## src/rtl/prba_pkg.sv

```systemverilog
// Package: widths, command kinds, register indexes and word types for page admission
`timescale 1ns / 1ps

package prba_pkg;

    localparam int TAG_W      = 32;
    localparam int LVL_W      = 4;
    localparam int PTS_W      = 32;
    localparam int BYTES_W    = 40;
    localparam int ATTR_W     = 16;
    localparam int TOKEN_W    = 64;
    localparam int ACC_B_W    = 48;
    localparam int ACC_P_W    = 40;
    localparam int SLOT_W     = 16;
    localparam int KIND_W     = 3;
    localparam int CFG_IDX_W  = 3;
    localparam int CFG_DATA_W = 48;
    localparam int SUM_B_W    = ACC_B_W + 1;
    localparam int SUM_P_W    = ACC_P_W + 1;

    typedef enum logic [KIND_W-1:0] {
        KIND_REQUEST     = 3'd0,
        KIND_READ        = 3'd1,
        KIND_UPLOAD      = 3'd2,
        KIND_BIND        = 3'd3,
        KIND_DRAW        = 3'd4,
        KIND_SKIP_BYTES  = 3'd5,
        KIND_SKIP_POINTS = 3'd6
    } t_kind;

    typedef enum logic [CFG_IDX_W-1:0] {
        CFG_FRAME_BUDGET   = 3'd0,
        CFG_RESIDENT_LIMIT = 3'd1,
        CFG_UPLOAD_BUDGET  = 3'd2,
        CFG_POINT_LIMIT    = 3'd3,
        CFG_PAGE_LIMIT     = 3'd4,
        CFG_PREFETCH_SLOTS = 3'd5,
        CFG_KEEP_COARSE    = 3'd6
    } t_cfg_idx;

    typedef struct packed {
        logic               frame_start;
        logic [TAG_W-1:0]   page_tag;
        logic [LVL_W-1:0]   level;
        logic [PTS_W-1:0]   point_count;
        logic [BYTES_W-1:0] page_bytes;
        logic               is_prefetch;
        logic [ATTR_W-1:0]  attr_mask;
        logic [TOKEN_W-1:0] gpu_token;
    } t_page;

    // command plan for one page: the sequence runs from the first kind up to last_kind
    typedef struct packed {
        t_page page;
        logic  pf;
        t_kind last_kind;
    } t_plan;

endpackage

```

## src/rtl/prba_if.sv

```systemverilog
// Channel interfaces: page words in, command words out, register writes
`timescale 1ns / 1ps

interface prba_page_if;
    logic                          valid;
    logic                          ready;
    logic                          frame_start;
    logic [prba_pkg::TAG_W-1:0]    page_tag;
    logic [prba_pkg::LVL_W-1:0]    level;
    logic [prba_pkg::PTS_W-1:0]    point_count;
    logic [prba_pkg::BYTES_W-1:0]  page_bytes;
    logic                          is_prefetch;
    logic [prba_pkg::ATTR_W-1:0]   attr_mask;
    logic [prba_pkg::TOKEN_W-1:0]  gpu_token;

    modport source (output valid, frame_start, page_tag, level, point_count, page_bytes,
                    is_prefetch, attr_mask, gpu_token, input ready);
    modport sink   (input valid, frame_start, page_tag, level, point_count, page_bytes,
                    is_prefetch, attr_mask, gpu_token, output ready);
endinterface

interface prba_cmd_if;
    logic                          valid;
    logic                          ready;
    logic [prba_pkg::KIND_W-1:0]   kind;
    logic [prba_pkg::TAG_W-1:0]    out_tag;
    logic [prba_pkg::LVL_W-1:0]    out_level;
    logic [prba_pkg::BYTES_W-1:0]  out_bytes;
    logic [prba_pkg::ATTR_W-1:0]   out_attr;
    logic [prba_pkg::TOKEN_W-1:0]  out_token;
    logic                          as_prefetch;
    logic                          last;

    modport source (output valid, kind, out_tag, out_level, out_bytes, out_attr, out_token,
                    as_prefetch, last, input ready);
    modport sink   (input valid, kind, out_tag, out_level, out_bytes, out_attr, out_token,
                    as_prefetch, last, output ready);
endinterface

interface prba_cfg_if;
    logic                            valid;
    logic                            ready;
    logic [prba_pkg::CFG_IDX_W-1:0]  index;
    logic [prba_pkg::CFG_DATA_W-1:0] data;

    modport source (output valid, index, data, input ready);
    modport sink   (input valid, index, data, output ready);
endinterface

```

## src/rtl/page_residency_budget_admission.sv

```systemverilog
// Page admission against byte, upload and point budgets; emits per-page command words
// A page word waits in the input register until the plan register is free, then its
// decided plan loads there. Throughput: one command word per cycle while the sink is ready;
// a drawn page runs request, read, upload, bind and draw; an uploaded prefetch ends at bind;
// without upload a page ends at read; a skip is a single word; a new page enters meanwhile.
// Reset: synchronous, active low; clears configuration, accumulators and valids, not payload.
`timescale 1ns / 1ps

module page_residency_budget_admission (
    input  logic          i_clk,
    input  logic          i_rst_n,
    prba_cfg_if.sink      i_cfg,
    prba_page_if.sink     i_page,
    prba_cmd_if.source    o_cmd
);

    // configuration
    logic [prba_pkg::ACC_B_W-1:0] r_frame_budget;
    logic [prba_pkg::ACC_B_W-1:0] r_resident_limit;
    logic [prba_pkg::ACC_B_W-1:0] r_stream_budget;
    logic [prba_pkg::ACC_B_W-1:0] r_upload_budget;
    logic [prba_pkg::ACC_P_W-1:0] r_point_limit;
    logic [prba_pkg::SLOT_W-1:0]  r_prefetch_slots;
    logic                         r_keep_coarse;

    // frame accumulators
    logic [prba_pkg::ACC_B_W-1:0] r_bytes_taken,    n_bytes_taken;
    logic [prba_pkg::ACC_B_W-1:0] r_bytes_uploaded, n_bytes_uploaded;
    logic [prba_pkg::ACC_P_W-1:0] r_points_taken,   n_points_taken;
    logic [prba_pkg::SLOT_W-1:0]  r_prefetch_taken, n_prefetch_taken;

    logic            r_in_vld;
    prba_pkg::t_page r_in;
    logic            r_plan_vld;
    prba_pkg::t_plan r_plan,  n_plan;
    prba_pkg::t_kind r_kind,  n_first_kind;

    logic cmd_fire, cmd_last, plan_free, plan_load, in_fire;

    logic [prba_pkg::ACC_B_W-1:0] eff_bt, eff_bu;
    logic [prba_pkg::ACC_P_W-1:0] eff_pt;
    logic [prba_pkg::SLOT_W-1:0]  eff_pf;
    logic [prba_pkg::SUM_B_W-1:0] byte_sum, upload_sum;
    logic [prba_pkg::SUM_P_W-1:0] point_sum;
    logic over_bytes, force_ok, d_pf, skip_bytes, skip_points, admit, upload_ok;

    //--------------------------------------------------------------------------------------
    // register writes; the page limit has no effect on admission and is not stored
    assign i_cfg.ready = 1'b1;

    always_ff @(posedge i_clk) begin
        if (!i_rst_n) begin
            r_frame_budget   <= '0;
            r_resident_limit <= '0;
            r_stream_budget  <= '0;
            r_upload_budget  <= '0;
            r_point_limit    <= '0;
            r_prefetch_slots <= '0;
            r_keep_coarse    <= 1'b0;
        end else if (i_cfg.valid) begin
            case (prba_pkg::t_cfg_idx'(i_cfg.index))
                prba_pkg::CFG_FRAME_BUDGET: begin
                    r_frame_budget  <= i_cfg.data;
                    r_stream_budget <= (i_cfg.data < r_resident_limit) ? i_cfg.data
                                                                      : r_resident_limit;
                end
                prba_pkg::CFG_RESIDENT_LIMIT: begin
                    r_resident_limit <= i_cfg.data;
                    r_stream_budget  <= (r_frame_budget < i_cfg.data) ? r_frame_budget
                                                                      : i_cfg.data;
                end
                prba_pkg::CFG_UPLOAD_BUDGET:  r_upload_budget  <= i_cfg.data;
                prba_pkg::CFG_POINT_LIMIT:    r_point_limit    <= i_cfg.data[prba_pkg::ACC_P_W-1:0];
                prba_pkg::CFG_PAGE_LIMIT:     ;
                prba_pkg::CFG_PREFETCH_SLOTS: r_prefetch_slots <= i_cfg.data[prba_pkg::SLOT_W-1:0];
                prba_pkg::CFG_KEEP_COARSE:    r_keep_coarse    <= i_cfg.data[0];
                default: ;
            endcase
        end
    end

    //--------------------------------------------------------------------------------------
    // handshakes
    assign cmd_fire  = r_plan_vld & o_cmd.ready;
    assign cmd_last  = (r_kind == r_plan.last_kind);
    assign plan_free = !r_plan_vld | (cmd_fire & cmd_last);
    assign plan_load = r_in_vld & plan_free;
    assign i_page.ready = !r_in_vld | plan_load;
    assign in_fire   = i_page.valid & i_page.ready;

    //--------------------------------------------------------------------------------------
    // admission decision on the held page word
    always_comb begin
        eff_bt = r_in.frame_start ? '0 : r_bytes_taken;
        eff_bu = r_in.frame_start ? '0 : r_bytes_uploaded;
        eff_pt = r_in.frame_start ? '0 : r_points_taken;
        eff_pf = r_in.frame_start ? '0 : r_prefetch_taken;

        byte_sum   = prba_pkg::SUM_B_W'(eff_bt) + prba_pkg::SUM_B_W'(r_in.page_bytes);
        upload_sum = prba_pkg::SUM_B_W'(eff_bu) + prba_pkg::SUM_B_W'(r_in.page_bytes);
        point_sum  = prba_pkg::SUM_P_W'(eff_pt) + prba_pkg::SUM_P_W'(r_in.point_count);

        over_bytes  = byte_sum > prba_pkg::SUM_B_W'(r_stream_budget);
        force_ok    = (eff_pf < r_prefetch_slots) & r_keep_coarse & (r_in.level != '0);
        d_pf        = r_in.is_prefetch | over_bytes;
        skip_bytes  = over_bytes & !force_ok;
        // a prefetch page is not held to the point budget
        skip_points = !skip_bytes & !d_pf & (r_point_limit != '0)
                    & (point_sum > prba_pkg::SUM_P_W'(r_point_limit));
        admit       = !skip_bytes & !skip_points;
        // upload room left covers the page; an empty page always fits
        upload_ok   = (upload_sum <= prba_pkg::SUM_B_W'(r_upload_budget))
                    | (r_in.page_bytes == '0);

        n_plan.page = r_in;
        n_plan.pf   = admit & d_pf;
        if (skip_bytes) begin
            n_first_kind     = prba_pkg::KIND_SKIP_BYTES;
            n_plan.last_kind = prba_pkg::KIND_SKIP_BYTES;
        end else if (skip_points) begin
            n_first_kind     = prba_pkg::KIND_SKIP_POINTS;
            n_plan.last_kind = prba_pkg::KIND_SKIP_POINTS;
        end else begin
            n_first_kind = prba_pkg::KIND_REQUEST;
            if (!upload_ok)
                n_plan.last_kind = prba_pkg::KIND_READ;
            else if (d_pf)
                n_plan.last_kind = prba_pkg::KIND_BIND;
            else
                n_plan.last_kind = prba_pkg::KIND_DRAW;
        end

        // saturating accumulator updates
        n_bytes_taken    = eff_bt;
        n_bytes_uploaded = eff_bu;
        n_points_taken   = eff_pt;
        n_prefetch_taken = eff_pf;
        if (admit) begin
            n_bytes_taken = byte_sum[prba_pkg::ACC_B_W] ? '1 : byte_sum[prba_pkg::ACC_B_W-1:0];
            if (upload_ok)
                n_bytes_uploaded = upload_sum[prba_pkg::ACC_B_W] ? '1
                                 : upload_sum[prba_pkg::ACC_B_W-1:0];
            if (!d_pf)
                n_points_taken = point_sum[prba_pkg::ACC_P_W] ? '1
                               : point_sum[prba_pkg::ACC_P_W-1:0];
            else if (eff_pf != '1)
                n_prefetch_taken = eff_pf + prba_pkg::SLOT_W'(1);
        end
    end

    //--------------------------------------------------------------------------------------
    // control state
    always_ff @(posedge i_clk) begin
        if (!i_rst_n) begin
            r_in_vld         <= 1'b0;
            r_plan_vld       <= 1'b0;
            r_kind           <= prba_pkg::KIND_REQUEST;
            r_bytes_taken    <= '0;
            r_bytes_uploaded <= '0;
            r_points_taken   <= '0;
            r_prefetch_taken <= '0;
        end else begin
            if (in_fire)
                r_in_vld <= 1'b1;
            else if (plan_load)
                r_in_vld <= 1'b0;

            if (plan_load) begin
                r_plan_vld       <= 1'b1;
                r_kind           <= n_first_kind;
                r_bytes_taken    <= n_bytes_taken;
                r_bytes_uploaded <= n_bytes_uploaded;
                r_points_taken   <= n_points_taken;
                r_prefetch_taken <= n_prefetch_taken;
            end else if (cmd_fire & cmd_last) begin
                r_plan_vld <= 1'b0;
            end else if (cmd_fire) begin
                r_kind <= prba_pkg::t_kind'(r_kind + prba_pkg::KIND_W'(1));
            end
        end
    end

    // payload registers
    always_ff @(posedge i_clk) begin
        if (in_fire) begin
            r_in.frame_start <= i_page.frame_start;
            r_in.page_tag    <= i_page.page_tag;
            r_in.level       <= i_page.level;
            r_in.point_count <= i_page.point_count;
            r_in.page_bytes  <= i_page.page_bytes;
            r_in.is_prefetch <= i_page.is_prefetch;
            r_in.attr_mask   <= i_page.attr_mask;
            r_in.gpu_token   <= i_page.gpu_token;
        end
        if (plan_load)
            r_plan <= n_plan;
    end

    //--------------------------------------------------------------------------------------
    // command word
    assign o_cmd.valid       = r_plan_vld;
    assign o_cmd.kind        = r_kind;
    assign o_cmd.out_tag     = r_plan.page.page_tag;
    assign o_cmd.out_level   = r_plan.page.level;
    assign o_cmd.out_bytes   = (r_kind == prba_pkg::KIND_READ || r_kind == prba_pkg::KIND_UPLOAD
                                || r_kind == prba_pkg::KIND_DRAW) ? r_plan.page.page_bytes : '0;
    assign o_cmd.out_attr    = r_plan.page.attr_mask;
    assign o_cmd.out_token   = r_plan.page.gpu_token;
    assign o_cmd.as_prefetch = r_plan.pf;
    assign o_cmd.last        = cmd_last;

endmodule

```

## src/flat_wrapper.sv

```systemverilog
// flat-port wrapper written by rule: the top's interface ports become plain ports
module page_residency_budget_admission_flat 
  (i_clk, i_rst_n, i_cfg_valid, i_cfg_index, i_cfg_data, i_cfg_ready, i_page_valid, i_page_frame_start, i_page_page_tag, i_page_level, i_page_point_count, i_page_page_bytes, i_page_is_prefetch, i_page_attr_mask, i_page_gpu_token, i_page_ready, o_cmd_valid, o_cmd_kind, o_cmd_out_tag, o_cmd_out_level, o_cmd_out_bytes, o_cmd_out_attr, o_cmd_out_token, o_cmd_as_prefetch, o_cmd_last, o_cmd_ready);
  prba_cfg_if i_cfg_i ();
  prba_page_if i_page_i ();
  prba_cmd_if o_cmd_i ();
  input  logic i_clk;
  input  logic i_rst_n;
  input wire logic [$bits(i_cfg_i.valid)-1:0] i_cfg_valid;
  input wire logic [$bits(i_cfg_i.index)-1:0] i_cfg_index;
  input wire logic [$bits(i_cfg_i.data)-1:0] i_cfg_data;
  output wire logic [$bits(i_cfg_i.ready)-1:0] i_cfg_ready;
  input wire logic [$bits(i_page_i.valid)-1:0] i_page_valid;
  input wire logic [$bits(i_page_i.frame_start)-1:0] i_page_frame_start;
  input wire logic [$bits(i_page_i.page_tag)-1:0] i_page_page_tag;
  input wire logic [$bits(i_page_i.level)-1:0] i_page_level;
  input wire logic [$bits(i_page_i.point_count)-1:0] i_page_point_count;
  input wire logic [$bits(i_page_i.page_bytes)-1:0] i_page_page_bytes;
  input wire logic [$bits(i_page_i.is_prefetch)-1:0] i_page_is_prefetch;
  input wire logic [$bits(i_page_i.attr_mask)-1:0] i_page_attr_mask;
  input wire logic [$bits(i_page_i.gpu_token)-1:0] i_page_gpu_token;
  output wire logic [$bits(i_page_i.ready)-1:0] i_page_ready;
  output wire logic [$bits(o_cmd_i.valid)-1:0] o_cmd_valid;
  output wire logic [$bits(o_cmd_i.kind)-1:0] o_cmd_kind;
  output wire logic [$bits(o_cmd_i.out_tag)-1:0] o_cmd_out_tag;
  output wire logic [$bits(o_cmd_i.out_level)-1:0] o_cmd_out_level;
  output wire logic [$bits(o_cmd_i.out_bytes)-1:0] o_cmd_out_bytes;
  output wire logic [$bits(o_cmd_i.out_attr)-1:0] o_cmd_out_attr;
  output wire logic [$bits(o_cmd_i.out_token)-1:0] o_cmd_out_token;
  output wire logic [$bits(o_cmd_i.as_prefetch)-1:0] o_cmd_as_prefetch;
  output wire logic [$bits(o_cmd_i.last)-1:0] o_cmd_last;
  input wire logic [$bits(o_cmd_i.ready)-1:0] o_cmd_ready;
  assign i_cfg_i.valid = i_cfg_valid;
  assign i_cfg_i.index = i_cfg_index;
  assign i_cfg_i.data = i_cfg_data;
  assign i_cfg_ready = i_cfg_i.ready;
  assign i_page_i.valid = i_page_valid;
  assign i_page_i.frame_start = i_page_frame_start;
  assign i_page_i.page_tag = i_page_page_tag;
  assign i_page_i.level = i_page_level;
  assign i_page_i.point_count = i_page_point_count;
  assign i_page_i.page_bytes = i_page_page_bytes;
  assign i_page_i.is_prefetch = i_page_is_prefetch;
  assign i_page_i.attr_mask = i_page_attr_mask;
  assign i_page_i.gpu_token = i_page_gpu_token;
  assign i_page_ready = i_page_i.ready;
  assign o_cmd_valid = o_cmd_i.valid;
  assign o_cmd_kind = o_cmd_i.kind;
  assign o_cmd_out_tag = o_cmd_i.out_tag;
  assign o_cmd_out_level = o_cmd_i.out_level;
  assign o_cmd_out_bytes = o_cmd_i.out_bytes;
  assign o_cmd_out_attr = o_cmd_i.out_attr;
  assign o_cmd_out_token = o_cmd_i.out_token;
  assign o_cmd_as_prefetch = o_cmd_i.as_prefetch;
  assign o_cmd_last = o_cmd_i.last;
  assign o_cmd_i.ready = o_cmd_ready;
  page_residency_budget_admission u_core (.i_clk(i_clk), .i_rst_n(i_rst_n), .i_cfg(i_cfg_i), .i_page(i_page_i), .o_cmd(o_cmd_i));
endmodule
```

## config.mk

```make
export PLATFORM = sky130hd
export DESIGN_NAME = page_residency_budget_admission_flat
export DESIGN_NICKNAME = d
export VERILOG_FILES = /design/src/rtl/prba_pkg.sv /design/src/rtl/prba_if.sv /design/src/rtl/page_residency_budget_admission.sv /design/src/flat_wrapper.sv
export SDC_FILE = /design/constraint.sdc
export NUM_CORES = 2
export LEC_CHECK = 0
export BUFFER_PORTS_ARGS = -buffer_cell sky130_fd_sc_hd__buf_2
export CAP_MARGIN = 20
export CORE_UTILIZATION = 54
export DETAILED_ROUTE_END_ITERATION = 7
export HOLD_SLACK_MARGIN = 0.08
export PLACE_DENSITY = 0.75
export SYNTH_ARGS = -nofsm -noshare
export SYNTH_HDL_FRONTEND = slang
export SYNTH_SLANG_ARGS = --single-unit
```

## constraint.sdc

```tcl
create_clock -name i_clk -period 6.7 [get_ports i_clk]
set_input_delay 0.335 -clock i_clk [delete_from_list [all_inputs] [get_ports i_clk]]
set_output_delay 0.335 -clock i_clk [all_outputs]
set_load 0.03 [all_outputs]
```

Word-level counts from Yosys, hierarchy flattened
Index checks and enable logic that the tools add are counted.
{"block": "op_classes", "n_addsub": 5, "order_cmp": 6, "n_eq_ne": 11, "n_mux": 31, "bitwise": 16, "n_reduce_logical": 25}
{"op": "two-way mux 48 bit", "count": 9}
{"op": "two-way mux 40 bit", "count": 5}
{"op": "adder 48 x 40 -> 49 bit", "count": 2}
{"op": "less-than comparator 48 bit", "count": 2}
{"op": "case mux 48 bit (2 select lines)", "count": 1}
{"op": "two-way mux 16 bit", "count": 4}
{"op": "> comparator 49 x 48 -> 1 bit", "count": 1}
{"op": "less-or-equal comparator 49 x 48 -> 1 bit", "count": 1}
{"op": "adder 40 x 32 -> 41 bit", "count": 1}
{"op": "> comparator 41 x 40 -> 1 bit", "count": 1}
{"op": "logical NOT 40 bit", "count": 1}
{"op": "nonzero test 40 bit", "count": 1}
{"op": "two-way mux 3 bit", "count": 7}
{"op": "adder 16 x 1 -> 16 bit (second input constant)", "count": 1}
{"op": "less-than comparator 16 bit", "count": 1}
{"op": "inequality test 16 bit (second input constant)", "count": 1}
{"op": "AND reduction 2 bit", "count": 8}
{"op": "AND 1 bit", "count": 12}
{"op": "equality test 3 x 2 -> 1 bit (second input constant)", "count": 3}
{"op": "equality test 3 bit (second input constant)", "count": 3}
{"op": "nonzero test 2 bit", "count": 4}
{"op": "equality test 3 x 1 -> 1 bit (second input constant)", "count": 2}
{"op": "logical NOT 1 bit", "count": 6}
{"op": "two-way mux 1 bit", "count": 4}
{"op": "other kinds (9)", "count": 13}
{"block": "word_totals", "register_bits": 756, "in_bits": 246, "output_inout_bits": 164, "word_cells": 124}

Logic depth before layout (Yosys ltp)
{"block": "logic_depth", "depth_word": 13, "ltp_mapped": 31, "depth_no_buf": 25}

Worst setup path after synthesis
No wires, ideal clock.
{"block": "synth_path", "path_kind": "reg-to-reg", "startpoint": "register u_core.r_kind[1] (netlist: u_core.o_cmd.kind[1])", "endpoint": "register u_core.r_in, in the netlist u_core.n_plan[100], enable pin", "setup_time_ns": 0.572, "t_arrival_ns": 6.495, "required_time_ns": 6.128, "setup_slack_ns": -0.367, "path_stages_with_launch": 7, "n_path_buf": 0, "period_less_slack_ns": 7.067, "cell_sequence": "dfxtp_1 -> xor2_1 -> nor3_1 -> nand2_1 -> and2_1 -> nand2_1 -> and2_1"}
{"block": "synth_between", "elab_chain_cells": 6}
{"item": "start: declaration", "line_no": "page_residency_budget_admission.sv:36", "text": "prba_pkg::t_kind r_kind, n_first_kind;"}
{"item": "start signal: assignment", "line_no": "page_residency_budget_admission.sv:157", "text": "r_kind <= prba_pkg::KIND_REQUEST;"}
{"item": "start signal: assignment", "line_no": "page_residency_budget_admission.sv:170", "text": "r_kind <= n_first_kind;"}
{"item": "start signal: assignment", "line_no": "page_residency_budget_admission.sv:178", "text": "r_kind <= prba_pkg::t_kind'(r_kind + prba_pkg::KIND_W'(1));"}
{"item": "equality test 3 bit", "line_no": "page_residency_budget_admission.sv:85", "text": "assign cmd_last = (r_kind == r_plan.last_kind);"}
{"item": "named net o_cmd_last", "line_no": "flat_wrapper.sv:31", "text": "output wire logic [$bits(o_cmd_i.last)-1:0] o_cmd_last;"}
{"item": "AND 1 bit", "line_no": "page_residency_budget_admission.sv:86", "text": "assign plan_free = !r_plan_vld | (cmd_fire & cmd_last);"}
{"item": "bitwise OR 1 bit", "line_no": "page_residency_budget_admission.sv:86"}
{"item": "AND 1 bit", "line_no": "page_residency_budget_admission.sv:87", "text": "assign plan_load = r_in_vld & plan_free;"}
{"item": "bitwise OR 1 bit", "line_no": "page_residency_budget_admission.sv:88", "text": "assign i_page.ready = !r_in_vld | plan_load;"}
{"item": "named net i_page_ready", "line_no": "flat_wrapper.sv:22", "text": "output wire logic [$bits(i_page_i.ready)-1:0] i_page_ready;"}
{"item": "AND 1 bit", "line_no": "page_residency_budget_admission.sv:89", "text": "assign in_fire = i_page.valid & i_page.ready;"}
{"item": "named net u_core.in_fire", "line_no": "page_residency_budget_admission.sv:38", "text": "logic cmd_fire, cmd_last, plan_free, plan_load, in_fire;"}
{"item": "end: declaration", "line_no": "page_residency_budget_admission.sv:33", "text": "prba_pkg::t_page r_in;"}
The timed path passes the listed nets, and every way through them passes these cells.
A chain may end at the register's enable or synchronous reset.

Worst setup path in the final report
{"block": "layout_path", "startpoint": "register u_core.r_in, in the netlist u_core.n_plan[193]", "endpoint": "register u_core.r_points_taken[27] in the netlist's numbering"}
{"block": "layout_between", "elab_chain_cells": 13, "elab_cells_between_ends": 23, "cone_classes": "2 x add/sub; 3 x order compare; 6 x mux; 8 x bitwise; 4 x reduce/logical"}
{"item": "branches (longest 12 deep; another with adder 48 x 40 -> 49 bit)"}
{"item": "two-way mux 40 bit *", "line_no": "page_residency_budget_admission.sv:138", "text": "if (admit) begin"}
{"item": "end signal: assignment", "line_no": "page_residency_budget_admission.sv:173", "text": "r_points_taken <= n_points_taken;"}
{"item": "end: declaration", "line_no": "page_residency_budget_admission.sv:29", "text": "logic [prba_pkg::ACC_P_W-1:0] r_points_taken, n_points_taken;"}
Mark *: on every way between the ends.

==> summary.md <==
| Metric | Value |
|---|---|
| Crit path required time | 7.29 ns |
| Die Ht | 282 um |
| WL/cell | 20.4 um |
| Count of buffer and inverter cells on the critical path | 4 |
| MaxCap Viol Count | 0 |
| # rows | 102 |
| Final HPWL DP | 86000 um |
| Worst r2r src | u_core.n_plan[193] |
| Die W | 282 um |
| Simple-Gate Fraction of Synth Area | 15.2% |
| DRC | 0 |
| Netlist cell types | 85 |
| R2R Path End | u_core.r_points_taken[27] |
| GRT Residual Overflow | 0 |
| Post-synth top area share | 24.9% |
| DRT iter0 DRCs | 3178 |
| Htree depth | 3 |
| Hold Violations, Final | 0 |
| Leakage power | 20.3 nW |
| Area Growth Syn to Fin | 18.4% |
| Die area | 0.0794 mm^2 |
| Synth top area cells | edfxtp_1 25%, dfxtp_1 19%, ha_1 11% |
| Synth warn | 0 |
| Slowest CP cell | or4_1 |
| Sequential element share of the synthesized area | 44.1% |
| Finished Core Util | 64.6% |
| Mux contribution to synthesized area | 2.66% |
| Worst setup EP type | flop |
| Fin Hold WS | 0.115 ns |
| Fin crit share | 95.7% |
| Setup crit start kind | flop |
| Cell family with most CP delay | compound AO/OA/AOI/OAI gates |
| Detail Route Antenna Nets | 0 |
| Crit path max fanout | 32 |
| Rel. slew slack | 33.0% |
| FF-to-FF setup slack | 0.29 ns |
| Status | finished clean |
| Leading cell types in the layout, fill and taps excluded | 623 x nand2_1, 443 x a21oi_1, 408 x buf_2 |
| EDFF count, synth | 350 |
| First-pass GRT wire length | 189000 um |
| Syn Area/Cell | 9.21 um^2 |
| Initial Util | 54.5% |
| Yosys reg bits | 756 |
| Filler cells | 6325 |
| CTS root buffer | clkbuf_16 |
| Compound-cell area share of the yosys netlist | 17.4% |
| Synthesized-area fraction occupied by adder cells | 10.9% |
| Final Critical Period | 6.41 ns |
| Post-synth top area cell | edfxtp_1 |
| DRT Pass-1 Iters | 6 |
| Bufs on Longest Clock Path | 3 |
| Peak supply drop | 0.180 mV |
| Critical Path Sink | u_core.r_points_taken[27] |
| Share of layout cells above drive strength 1 | 14.1% |
| Mapped cell area | 0.0422 mm^2 |
| Number of setup violations in the final report | 0 |
| Ys async rst share | 0% |
| Origin of the worst setup path | u_core.n_plan[193] |
| Pwr per Cell Area | 293 mW/mm^2 |
| Vias | 35.9k |
| TritonCTS clock tree | built |
| Xor and xnor area share after synthesis | 2.65% |
| Nets | 5658 |
| Syn_nets | 5198 |
| Setup CP Type | flop to flop |
| Reg2reg path depth | 24 |
| Worst-Skew Late Latency | 0.67 ns |
| Worst EP arrival | 7.00 ns |
| HP Class | primary input to flop |
| Gpl congestion | 0.975 |
| Least-Margin Pin Slew | 1.01 ns |
| Clock-pin slew on the worst setup and hold paths | 0.07 ns |
| Num CTS Buffers | 81 |
| Max-slew violations | 0 |
| Vias per cell | 5.83 |
| PortBufs | 408 |
| Critical path depth | 24 |
| Mapped Cells | 4587 |
| Fmax | 156 MHz |
| Largest family of logic cells by synthesized area | compound AO/OA/AOI/OAI gates |
| Cells along the critical path | buf_12 -> nor2b_1 -> ha_1 -> inv_1 -> fa_1 -> nand2b_1 -> a21o_1 -> a311o_1 -> a211oi_4 -> nor2_1 -> or3_1 -> a21oi_1 -> ha_1 -> a21oi_1 -> nor2_1 -> a2111oi_1 -> o22ai_2 -> a2111oi_4 -> o211ai_1 -> buf_4 -> or4_1 -> buf_4 -> o2bb2ai_1 -> nand2_1 |
| Main synth FF type | dfxtp_1 |
| Finished Layout Cells | 6157 |
| Commonest non-fill, non-tap cell in the layout | nand2_1 |
| Largest net degree at the start of global routing | 142 |
| Core area | 0.0775 mm^2 |
| Worst path max stage delay | 0.66 ns |
| Drt total wl | 125000 um |
| Clock sinks | 756 |
| Initial antenna violation count | 1 |
| Pwr Total | 0.0146 W |
| Number of global-route vias before repair | 33.2k |
| Clock skew | 0.0562 ns |
| IO Pins | 410 |
| Post-Place Cells | 5762 |
| Total GRT Usage | 30.6% |
cells by family (layout without fill, tap and decap cells):
| kind of cell | after synthesis | after routing |
|---|---|---|
| buffers and inverters | 677 | 1205 |
| multiplexers | 106 | 106 |
| XOR/XNOR | 128 | 128 |
| other | 1 | 3 |
| AO/OA/AOI/OAI | 1149 | 1149 |
| AND/OR/NAND/NOR | 1405 | 1405 |
| adder cells (fa/ha/maj) | 365 | 365 |
| flip-flops | 756 | 756 |
sequential cells by signal, indices dropped and copies added (netlist names):
name                      flops
u_core.n_plan               190
u_core.o_cmd.out_token       64
u_core.r_bytes_taken         48
u_core.r_bytes_uploaded      48
u_core.r_frame_budget        48
u_core.r_resident_limit      48
u_core.r_stream_budget       48
u_core.r_upload_budget       48
u_core.r_plan                43
u_core.r_point_limit         40
u_core.r_points_taken        40
u_core.o_cmd.out_tag         32
u_core.o_cmd.out_attr        16
u_core.r_prefetch_slots      16
u_core.r_prefetch_taken      16
u_core.o_cmd.out_level        4
u_core.o_cmd.kind             3
u_core.o_cmd.as_prefetch      1
u_core.o_cmd.valid            1
u_core.r_in_vld               1
u_core.r_keep_coarse          1
worst min path at each step:
stage                                      to  depth (start not counted)               start  slack [ns]
floorplan            u_core.o_cmd.out_attr[0]                          0   u_core.n_plan[68]        0.40
detailed placement   u_core.o_cmd.out_tag[13]                          0  u_core.n_plan[174]        0.40
finish                   u_core.r_keep_coarse                          4      i_cfg_index[2]        0.12
global route             u_core.r_keep_coarse                          4      i_cfg_index[2]        0.15
CTS                      u_core.r_keep_coarse                          4      i_cfg_index[2]         0.1
global placement    u_core.o_cmd.out_attr[10]                          0   u_core.n_plan[78]        0.40
repair_timing:
| item | 4_1_cts | 5_1_grt |
|---|---|---|
| buffers inserted | 0 | 2 |
| hold buffers | 239 | 0 |
| setup endpoints to repair | 0 | 144 |
| hold endpoints to repair | 387 | 0 |
| resized for setup | 0 | 28 |
per-layer routing:
| layer | track usage (%) | part of all wire [%] | vias to the layer above |
|---|---|---|---|
| met5 | 0 | 0 | - |
| met4 | 10.7 | 3.1 | 0 |
| met3 | 4.42 | 7.8 | 214 |
| met2 | 48.3 | 46 | 1462 |
| met1 | 42.9 | 44 | 17100 |
| li1 | - | - | 17100 |
synth_stat cells (105+ instances only):
cell type and instances:
inv_1 332, edfxtp_1 350, a21oi_1 447, dfxtp_1 406
a21o_1 105, nor2_1 277, clkbuf_1 198, o21ai_0 149
nand2_1 625, a211oi_1 181, buf_4 117, nor2b_1 162
ha_1 362
report_power, final:
group	leakage, nW	total, W	switching, W	internal [W]
registers	6.64	0.00550	0.000247	0.00525
clock network	1.37	0.00475	0.00201	0.00274
logic	12.3	0.00440	0.00272	0.00168
metrics by stage:
step / TNS [ns] / setup WS [ns] / cell area [um^2]
finish: 0 / 0.291 / 50000
global placement: 0 / 0.158 / 44600
detailed placement: 0 / 0.108 / 44600
floorplan: 0 / 0.0150 / 42200
global route: -0.425 / -0.0426 / 50000
CTS: 0 / 0.0719 / 49800
cell type report:
class                   instances  area [um^2]  area share [%]
flip-flops and latches        756        18600            37.3
inverters                     333         1260            2.52
multi-input cells            3154        20800            41.6
diodes                          2         5.00          0.0100
clock inverters                45          579            1.16
clock buffers                 106         2230            4.46
well taps                    1040         1300            2.60
repair buffers                721         5170            10.3
worst reg2reg max path, cell delays in order (launching register included):
cell       delay (ns)
edfxtp_1         0.41
buf_12           0.19
nor2b_1          0.19
ha_1             0.20
inv_1            0.06
fa_1             0.39
nand2b_1         0.18
a21o_1           0.19
a311o_1          0.37
a211oi_4         0.29
nor2_1           0.15
or3_1            0.37
a21oi_1          0.25
ha_1             0.29
a21oi_1          0.13
nor2_1           0.05
a2111oi_1        0.47
o22ai_2          0.21
a2111oi_4        0.31
o211ai_1         0.25
buf_4            0.23
or4_1            0.66
buf_4            0.26
o2bb2ai_1        0.13
nand2_1          0.07
No activity file was read; power rests on OpenSTA's default activity.
